--- src/hw/rtl/cdd_pkg.sv ---
package cdd_pkg;

  // Field widths
  localparam int unsigned DayW  = 5;
  localparam int unsigned MonW  = 4;
  localparam int unsigned YearW = 14;
  localparam int unsigned OrdW  = 22;
  localparam int unsigned ProdW = 27;   // year times reciprocal of 100
  localparam int unsigned QuotW = 8;    // year / 100 stays below 164
  localparam int unsigned YdayW = 9;    // day of year, up to 366

  // Year limits
  localparam logic [YearW-1:0] YearCap       = 14'd9999;
  localparam logic [YearW-1:0] LatestYearRst = 14'd2023;

  // floor(x / 100) == (x * Recip100) >> Recip100Sh for every 14-bit x
  localparam logic [12:0] Recip100   = 13'd5243;
  localparam int unsigned Recip100Sh = 19;

  localparam logic [MonW-1:0] MonJan = 4'd1;
  localparam logic [MonW-1:0] MonFeb = 4'd2;
  localparam logic [MonW-1:0] MonDec = 4'd12;
  localparam logic [DayW-1:0] LeapDay = 5'd29;

  // Stage load enables of the date pipeline
  typedef struct packed {
    logic s1;
    logic s2;
    logic s3;
  } cdd_stage_en_t;

  // Length of a month in a common year, 0 for codes that are no month
  function automatic logic [DayW-1:0] month_len(input logic [MonW-1:0] m);
    logic [DayW-1:0] len;
    unique case (m)
      4'd1, 4'd3, 4'd5, 4'd7, 4'd8, 4'd10, 4'd12: len = 5'd31;
      4'd4, 4'd6, 4'd9, 4'd11:                    len = 5'd30;
      4'd2:                                       len = 5'd28;
      default:                                    len = 5'd0;
    endcase
    return len;
  endfunction

  // Days in the months before month m of a common year
  function automatic logic [YdayW-1:0] days_before(input logic [MonW-1:0] m);
    logic [YdayW-1:0] n;
    unique case (m)
      4'd1:    n = 9'd0;
      4'd2:    n = 9'd31;
      4'd3:    n = 9'd59;
      4'd4:    n = 9'd90;
      4'd5:    n = 9'd120;
      4'd6:    n = 9'd151;
      4'd7:    n = 9'd181;
      4'd8:    n = 9'd212;
      4'd9:    n = 9'd243;
      4'd10:   n = 9'd273;
      4'd11:   n = 9'd304;
      4'd12:   n = 9'd334;
      default: n = 9'd0;
    endcase
    return n;
  endfunction

endpackage

--- src/hw/rtl/calendar_date_difference.sv ---
// Days between two Gregorian dates.
// Input stream s_axis: one transaction carries both dates. Output stream
// m_axis: one transaction per input transaction, in order; tuser flags
// that both dates were valid, tdata holds the absolute day count (zero
// when tuser is low). A date is valid for year 1 up to the latest year
// (capped at 9999), month 1..12 and a day within that month's length.
// cfg_we_i/cfg_wdata_i write the latest year; write it only
// while no transaction is in flight.
// The pipeline has four register stages in all: three per date (range
// checks and reciprocal products, leap rule and partial counts, ordinal
// sum) and a difference stage that is also the output register.
// Throughput is one transaction per cycle while the receiver does not
// stall.
// Every stage has its own valid bit and loads when it is empty or its
// successor moves, so a stalled receiver fills empty stages before
// s_axis_tready drops; nothing is lost or repeated.
// Reset clears the valid bits and sets the latest year to 2023.
module calendar_date_difference import cdd_pkg::*; (
  input  logic        clk_i,
  input  logic        rst_ni,
  input  logic        cfg_we_i,
  input  logic [13:0] cfg_wdata_i,    // latest_year
  input  logic        s_axis_tvalid,
  output logic        s_axis_tready,
  // first_day[4:0], first_month[8:5], first_year[22:9], second_day[27:23],
  // second_month[31:28], second_year[45:32], zero[47:46]
  input  logic [47:0] s_axis_tdata,
  output logic        m_axis_tvalid,
  input  logic        m_axis_tready,
  output logic [23:0] m_axis_tdata,   // day_difference[21:0], zero[23:22]
  output logic        m_axis_tuser    // dates_valid
);

  // Latest year, capped on write
  logic [YearW-1:0] lim_q;

  always_ff @(posedge clk_i or negedge rst_ni) begin
    if (!rst_ni) begin
      lim_q <= LatestYearRst;
    end else if (cfg_we_i) begin
      lim_q <= (cfg_wdata_i > YearCap) ? YearCap : cfg_wdata_i;
    end
  end

  // Stage valid bits and load enables
  logic [3:0]    vld_q;
  logic [3:0]    rdy;
  cdd_stage_en_t en;

  always_comb begin
    rdy[3] = !vld_q[3] || m_axis_tready;
    rdy[2] = !vld_q[2] || rdy[3];
    rdy[1] = !vld_q[1] || rdy[2];
    rdy[0] = !vld_q[0] || rdy[1];
    en.s1  = rdy[0];
    en.s2  = rdy[1];
    en.s3  = rdy[2];
  end

  always_ff @(posedge clk_i or negedge rst_ni) begin
    if (!rst_ni) begin
      vld_q <= '0;
    end else begin
      if (rdy[0]) vld_q[0] <= s_axis_tvalid;
      if (rdy[1]) vld_q[1] <= vld_q[0];
      if (rdy[2]) vld_q[2] <= vld_q[1];
      if (rdy[3]) vld_q[3] <= vld_q[2];
    end
  end

  // Both dates in parallel
  logic            ok_a, ok_b;
  logic [OrdW-1:0] ord_a, ord_b;

  cdd_date_ord u_first (
    .clk_i   (clk_i),
    .en_i    (en),
    .lim_i   (lim_q),
    .day_i   (s_axis_tdata[4:0]),
    .month_i (s_axis_tdata[8:5]),
    .year_i  (s_axis_tdata[22:9]),
    .ok_o    (ok_a),
    .ord_o   (ord_a)
  );

  cdd_date_ord u_second (
    .clk_i   (clk_i),
    .en_i    (en),
    .lim_i   (lim_q),
    .day_i   (s_axis_tdata[27:23]),
    .month_i (s_axis_tdata[31:28]),
    .year_i  (s_axis_tdata[45:32]),
    .ok_o    (ok_b),
    .ord_o   (ord_b)
  );

  // Stage 4: absolute difference, forced to zero for invalid dates
  logic            ok_d, ok_q;
  logic [OrdW-1:0] diff_d, diff_q;

  always_comb begin
    ok_d = ok_a && ok_b;
    if (!ok_d) begin
      diff_d = '0;
    end else if (ord_a > ord_b) begin
      diff_d = ord_a - ord_b;
    end else begin
      diff_d = ord_b - ord_a;
    end
  end

  always_ff @(posedge clk_i) begin
    if (rdy[3]) begin
      ok_q   <= ok_d;
      diff_q <= diff_d;
    end
  end

  assign s_axis_tready = rdy[0];
  assign m_axis_tvalid = vld_q[3];
  assign m_axis_tdata  = {2'b00, diff_q};
  assign m_axis_tuser  = ok_q;

endmodule

--- src/hw/rtl/cdd_date_ord.sv ---
// Three-stage pipeline: checks one date and turns it into a day ordinal
// counted from 1 January of year 1.
module cdd_date_ord import cdd_pkg::*; (
  input  logic             clk_i,
  input  cdd_stage_en_t    en_i,
  input  logic [YearW-1:0] lim_i,
  input  logic [DayW-1:0]  day_i,
  input  logic [MonW-1:0]  month_i,
  input  logic [YearW-1:0] year_i,
  output logic             ok_o,
  output logic [OrdW-1:0]  ord_o
);

  // Stage 1: range checks, reciprocal products for the divisions by 100
  logic [YearW-1:0] p_d, p_q, y_q;
  logic [ProdW-1:0] prod_p_d, prod_p_q, prod_y_d, prod_y_q;
  logic             base_ok_d, base_ok_q, day_ok_d, day_ok_q, feb29_d, feb29_q;
  logic [DayW-1:0]  day_q;
  logic [MonW-1:0]  mon_q;

  always_comb begin
    p_d       = year_i - YearW'(1);
    prod_p_d  = ProdW'(p_d) * ProdW'(Recip100);
    prod_y_d  = ProdW'(year_i) * ProdW'(Recip100);
    base_ok_d = (year_i != '0) && (year_i <= lim_i) &&
                (month_i >= MonJan) && (month_i <= MonDec);
    day_ok_d  = (day_i != '0) && (day_i <= month_len(month_i));
    feb29_d   = (month_i == MonFeb) && (day_i == LeapDay);
  end

  always_ff @(posedge clk_i) begin
    if (en_i.s1) begin
      p_q       <= p_d;
      y_q       <= year_i;
      prod_p_q  <= prod_p_d;
      prod_y_q  <= prod_y_d;
      base_ok_q <= base_ok_d;
      day_ok_q  <= day_ok_d;
      feb29_q   <= feb29_d;
      day_q     <= day_i;
      mon_q     <= month_i;
    end
  end

  // Stage 2: leap rule, final check, year and in-year day counts
  logic [QuotW-1:0] qy, qp;
  logic [14:0]      qy100;
  logic             leap;
  logic             ok2_d, ok2_q;
  logic [YdayW-1:0] yday_d, yday_q;
  logic [OrdW-1:0]  ydays_d, ydays_q;
  logic [QuotW-1:0] corr_d, corr_q;

  always_comb begin
    qy      = prod_y_q[Recip100Sh +: QuotW];
    qp      = prod_p_q[Recip100Sh +: QuotW];
    qy100   = 15'(qy) * 15'd100;
    // divisible by 4, and not a century unless divisible by 400
    leap    = (y_q[1:0] == 2'b00) && ((15'(y_q) != qy100) || (qy[1:0] == 2'b00));
    ok2_d   = base_ok_q && (day_ok_q || (feb29_q && leap));
    yday_d  = days_before(mon_q) + YdayW'(day_q) +
              YdayW'((mon_q > MonFeb) && leap);
    ydays_d = OrdW'(p_q) * OrdW'(365) + OrdW'(p_q[YearW-1:2]);
    corr_d  = qp - (qp >> 2);
  end

  always_ff @(posedge clk_i) begin
    if (en_i.s2) begin
      ok2_q   <= ok2_d;
      yday_q  <= yday_d;
      ydays_q <= ydays_d;
      corr_q  <= corr_d;
    end
  end

  // Stage 3: ordinal sum
  logic            ok3_q;
  logic [OrdW-1:0] ord_q;

  always_ff @(posedge clk_i) begin
    if (en_i.s3) begin
      ok3_q <= ok2_q;
      ord_q <= ydays_q - OrdW'(corr_q) + OrdW'(yday_q);
    end
  end

  assign ok_o  = ok3_q;
  assign ord_o = ord_q;

endmodule

--- config.mk ---
export PLATFORM = sky130hd
export DESIGN_NAME = calendar_date_difference
export DESIGN_NICKNAME = d
export VERILOG_FILES = /design/src/hw/rtl/cdd_pkg.sv /design/src/hw/rtl/calendar_date_difference.sv /design/src/hw/rtl/cdd_date_ord.sv
export SDC_FILE = /design/constraint.sdc
export NUM_CORES = 2
export LEC_CHECK = 0
export BUFFER_PORTS_ARGS = -buffer_cell sky130_fd_sc_hd__buf_2
export CAP_MARGIN = 20
export CORE_AREA = 2 2 277 279
export DETAILED_ROUTE_END_ITERATION = 7
export DIE_AREA = 0 0 279 281
export GPL_TIMING_DRIVEN = 1
export PLACE_DENSITY = 0.74
export SLEW_MARGIN = 20
export SYNTH_ARGS = -nofsm -noshare
export SYNTH_HDL_FRONTEND = slang
export SYNTH_SLANG_ARGS = --single-unit
--- constraint.sdc ---
create_clock -name clk_i -period 5.5 [get_ports clk_i]
set_input_delay 0.55 -clock clk_i [delete_from_list [all_inputs] [get_ports clk_i]]
set_output_delay 0.55 -clock clk_i [all_outputs]
set_load 0.01 [all_outputs]
# [Yosys cells after proc, flatten, opt, wreduce, memory -nomap -nowiden]
# Memories as Yosys holds them, arrays and structs flattened. A register that Yosys moved wholly into a read port is not among the register bits.
# Index checks and enable logic that the tools add are counted.
[word_totals] register_bits=355 mem_bits_ro=448 in_bits=67 output_inout_bits=27 wordCells=126 memories=4
[memory_table] memory="(name not given)" words=16 width=9 read_ports=1 rd_clocked_by_memory_dff=1 write_ports=0 line="cdd_pkg.sv:47" rtl="unique case (m)"
[memory_table] memory="(name not given)" words=16 width=9 read_ports=1 rd_clocked_by_memory_dff=1 write_ports=0 line="cdd_pkg.sv:47"
[memory_table] memory="(name not given)" words=16 width=5 read_ports=1 rd_clocked_by_memory_dff=0 write_ports=0 line="cdd_pkg.sv:35" rtl="unique case (m)"
[memory_table] memory="(name not given)" words=16 width=5 read_ports=1 rd_clocked_by_memory_dff=0 write_ports=0 line="cdd_pkg.sv:35"
[op_classes] addsub=16 multipliers=8 order_cmp=12 n_eq_ne=6 n_mux=4 reduce_logical=39
[op_table] cell="multiplier 14 x 13 -> 27 bit, second input constant" count=4
[op_table] cell="adder 22 x 12 -> 22 bit" count=2
[op_table] cell="adder 22 x 9 -> 22 bit" count=2
[op_table] cell="multiplier 14 x 9 -> 22 bit, second input constant" count=2
[op_table] cell="subtractor 22 bit" count=2
[op_table] cell="subtractor 22 x 8 -> 22 bit" count=2
[op_table] cell="!= test 14 x 15 -> 1 bit" count=2
[op_table] cell="less-or-equal comparator 14 bit" count=2
[op_table] cell="nonzero test 14 bit" count=2
[op_table] cell="subtractor 14 x 1 -> 14 bit, second input constant" count=2
[op_table] cell="multiplier 8 x 5 -> 13 bit, second input constant" count=2
[op_table] cell="greater-than comparator 22 bit" count=1
[op_table] cell="two-way mux 22 bit" count=1
[op_table] cell="logical AND 1 bit" count=19
[op_table] cell="adder 9 x 1 -> 9 bit" count=2
[op_table] cell="adder 9 x 5 -> 9 bit" count=2
[op_table] cell="subtractor 8 x 6 -> 8 bit" count=2
[op_table] cell="greater-than comparator 14 bit, second input constant" count=1
[op_table] cell="two-way mux 14 bit" count=1
[op_table] cell="== test 5 bit, second input constant" count=2
[op_table] cell="less-or-equal comparator 5 bit" count=2
[op_table] cell="nonzero test 5 bit" count=2
[op_table] cell="== test 4 x 2 -> 1 bit, second input constant" count=2
[op_table] cell=">= comparator 4 x 1 -> 1 bit, second input constant" count=2
[op_table] cell="other kinds (6)" count=22

# [Depth between registers and ports, before layout]
[depth] word_depth=7 ltp_mapped=31

# [By module]
# A second synthesis with hierarchy kept.
[hier_totals] hier_cells=3827 area_unflattened_um2=38688.4
[modules_own_cells] module="cdd_date_ord (u_first)" instances=1 cells_per_inst=1704 area_per_inst_um2=17505.5 seq_area_each_um2=3753.6
[modules_own_cells] module="cdd_date_ord (u_second)" instances=1 cells_per_inst=1678 area_per_inst_um2=17355.4 seq_area_each_um2=3753.6
[modules_own_cells] module="calendar_date_difference" instances=1 cells_per_inst=445 area_per_inst_um2=3827.4 seq_area_each_um2=1152.4

# [Worst setup path after synthesis]
# Ideal clock, no wire load.
[synth_timing] kind="input to register" start="input s_axis_tdata[10]" end="register u_first.prod_p_q[25] (data pin)" setup_time_ps=258 arrival_time_ps=6507 required_ps=5242 setup_slack_ps=-1264 cell_stages=26 n_path_buf=0 path_cell_list="inv_1 ha_1 a21boi_0 nand2_1 nand2_1 nand3_1 a21boi_0 o21ai_0 xnor2_1 fa_1 ha_1 fa_1 inv_1 fa_1 fa_1 inv_1 ha_1 nand4_1 nor2_1 o211ai_1 a31oi_1 nor4_1 nor3_1 a211o_1 a21oi_1 xnor2_1"
[synth_via] elab_chain_cells=2
[synth_rtl] item="start: declaration" line="calendar_date_difference.sv:27" rtl="input logic [47:0] s_axis_tdata,"
[synth_rtl] item="subtractor 14 x 1 -> 14 bit" line="cdd_date_ord.sv:22" rtl="p_d = year_i - YearW'(1);"
[synth_rtl] item="named net u_first.p_d[13]" line="cdd_date_ord.sv:15" rtl="logic [YearW-1:0] p_d, p_q, y_q;"
[synth_rtl] item="multiplier 14 x 13 -> 27 bit" line="cdd_date_ord.sv:23" rtl="prod_p_d = ProdW'(p_d) * ProdW'(Recip100);"
[synth_rtl] item="named net u_first.prod_p_d[25]" line="cdd_date_ord.sv:16" rtl="logic [ProdW-1:0] prod_p_d, prod_p_q, prod_y_d, prod_y_q;"
[synth_rtl] item="end signal: assignment" line="cdd_date_ord.sv:35" rtl="prod_p_q <= prod_p_d;"
[synth_rtl] item="end: declaration" line="cdd_date_ord.sv:16"
# The timed path passes the listed nets, and every way through them passes these cells.
# A chain may end at the register's enable or synchronous reset.

# [Final worst setup path]
[layout_timing] start="input s_axis_tdata[11]" end="register u_first.prod_p_q[23] (data pin)"
# The elaborated chain is that of the path after synthesis.

==> out/results.tsv <==
metric	value	unit
syn_area_per_cell	10.3	sq um
via count	25753	
Final Cycle Share	104	%
Total Die Area	78400	sq um
CTS root buf	clkbuf_16	
routed wire length	78.5	mm
setup slack after layout	-0.196	ns
startpoint types	primary input	
Placement Setup Slack	-1.01	ns
Fmax	176	MHz
CP max stage delay	0.60	ns
Top FF cell, synth	edfxtp_1	
Crit path arrival time	5.98	ns
I/O pin count	94	
Clock transition at path regs	0.06	ns
Crit path top cell by count	fa_1	
row count	101	
EDFF count, synth	261	
Worst Path Required	5.78	ns
die width	279	um
routed vias/inst	5.13	
most common cell in the netlist	inv_1	
sequential element share of the synthesized area	23.1	%
IO Port Bufs	89	
Yosys Warn Count	0	
Hold Slack	0.211	ns
vias in the first global route	26727	
Overflow after GRT	0	
final instance area	43600	sq um
Final GP Congestion	0.915	
failing checks	negative setup slack	
gr usage total	20.5	%
Initial DRC Count	1150	
WP buf/inv	6	
Yosys cell types	79	
wire per inst	15.6	um
TritonCTS Buffers	36	
multi-input logic area	26400	sq um
Crit path max-delay family	adder cells	
outcome	finished with violations	
CP endpoint kind	flip-flop	
FFs w/ async S/R, synth	6.06	%
first-pass GRT wire length	131	mm
Longest Clk Path Bufs	3	
Min Clock Period, post-route	5.70	ns
cells after synthesis	3623	
clk_skew	0.0204	ns
drc violations	0	
RSZ-0062 raised after global routing	true	
synth cell count leaders	inv_1 (894), ha_1 (771), fa_1 (375), edfxtp_1 (261), xnor2_1 (190)	
slowest CP cell	fa_1	
initial antenna violation count	3	
Core Footprint	75400	sq um
Area after DPL	41300	sq um
CTS tree	built	
Die Ht	281	um
Initial Util	49.7	%
Rel. slew slack	20.2	%
TritonRoute pass-1 iters	5	
fill count	6142	
share of layout cells above drive strength 1	15.4	%
clock latency on the worst-skew pair	0.55	ns
synth top area cells	ha_1 (26%), edfxtp_1 (21%), fa_1 (20%), inv_1 (9.0%), xnor2_1 (4.4%)	
Crit Path Class	in2reg	
max-slew violations	0	
Hold Fails Final Rpt	0	
FF+latch count, synth	297	
Setup Viol. Count Final	8	
Area Growth Syn to Fin	16.3	%
H-tree depth	2	
Final ANT Viol Nets	0	
Hold Crit Class	in2reg	
# clock sinks	297	
Final HPWL DP	65.6	mm
Cell Area, Synth	37500	sq um
Register Area	8660	sq um
pin count of the biggest net entering global routing	82	
Max Cap Viol	0	
crit path max fanout	5	
area leader, netlist	ha_1	
Slew @ Worst Pin	1.18	ns
number of nets in the layout	5229	
post-synth top area share	25.7	%
[registers in the layout (all words and copies together) (netlist names), 5 cells and up, named ones only]
signal             count
u_first.y_q           13
u_first.prod_y_q       9
u_second.ord_o        22
u_second.corr_q        8
u_first.corr_q         8
u_second.ydays_q      22
u_second.y_q          13
u_first.prod_p_q       9
u_first.day_q          5
u_second.p_q          13
diff_q                22
u_second.day_q         5
u_second.yday_q        9
u_second.prod_y_q      9
u_first.p_q           13
u_first.ord_o         22
u_second.prod_p_q      9
u_first.yday_q         9
u_first.ydays_q       22
lim_q                 14
[stage by stage]
stage          util (%)  setup TNS [ns]  cells
3_3_place_gp       54.7          -11.22   4915
6_report           57.8           -1.12   5023
2_1_floorplan         -           -3.60   3624
5_1_grt            57.8           -3.31   5022
3_5_place_dp       54.7          -12.53   4915
4_1_cts            57.0           -1.09   4999
[placed cells by master (no fill, tap or decap), types with 16 or more instances in the layout]
cell       synthesis  final
a211oi_1          19     17
a21o_1            84     84
a21oi_1          136    127
and3_1            23     23
buf_2              5     85
buf_4              4    268
buf_6              5     21
clkbuf_16          0     37
dfxtp_1           18     18
edfxtp_1         261    261
fa_1             375    371
ha_1             771    744
ha_4               0     24
inv_1            894    866
inv_2              0     20
nand2_1          120    106
nand2b_1          22     22
nand3_1           39     35
nand4_1           20     20
nor2_1           121    114
nor2b_1           30     29
nor3_1            42     38
o211ai_1          18     18
o21a_1            37     37
o21ai_0           84     77
o21bai_1          36     35
xnor2_1          190    165
xnor2_2            0     16
xor2_1            45     43
[area by class of cell]
cell class / count / area share (%)
multi-input cells: 2407 / 60.5
diodes: 2 / 0.0115
clock buffers: 44 / 2.18
well taps: 978 / 2.81
repair buffers: 380 / 6.37
inverters: 894 / 7.76
clock inverters: 21 / 0.505
flip-flops and latches: 297 / 19.9
[final timing paths]
check | startpoint | to | slack, ns | cells after the start
max in group asynchronous | rst_ni | lim_q[1]$_DFFE_PN1P_ | 4.66 | 2
setup reg to reg | u_second.p_q[8]$_DFFE_PP_ | u_second.ydays_q[21]$_DFFE_PP_ | 0.25 | 18
setup / recovery | s_axis_tdata[11] | u_first.prod_p_q[23]$_DFFE_PP_ | -0.20 | 29
hold / removal | cfg_wdata_i[0] | lim_q[0]$_DFFE_PN1P_ | 0.21 | 2
hold reg to reg | u_second.ok2_q$_DFFE_PP_ | u_second.ok_o$_DFFE_PP_ | 0.43 | 0
min in group asynchronous | rst_ni | lim_q[3]$_DFFE_PN0P_ | 0.49 | 2
[cells by family after synthesis]
logic type                 count (synthesis)  share of synthesized area, %
and+or+nand+nor                          470                          6.07
DFF                                      297                          23.1
muxes                                     21                         0.581
xor gates and xnor gates                 235                          5.49
other                                      1                        0.0100
AOI/OAI and AO/OA                        533                          9.61
buffers and inverters                    920                          9.37
adders and majority gates               1146                          45.8
[timing repair]
action	in CTS	in global routing
hold buffers	1	0
gates resized for setup	63	90
setup buffers	19	24
endpoints found under the setup margin	14	22
hold endpoints to repair	9	0
pin swaps	65	71
[metal layers]
metal	share of wire (%)	vias up	wire length, um	track usage [%]
met5	0.014	-	11	0
met4	2.1	2	1660	4.81
met3	3.1	105	2420	2.10
met2	49	404	38100	35.8
met1	46	12480	36300	27.5
li1	-	12762	-	-
Power is not shown: default switching activity piles up to over one toggle a cycle in this logic, so the estimate is an artifact.
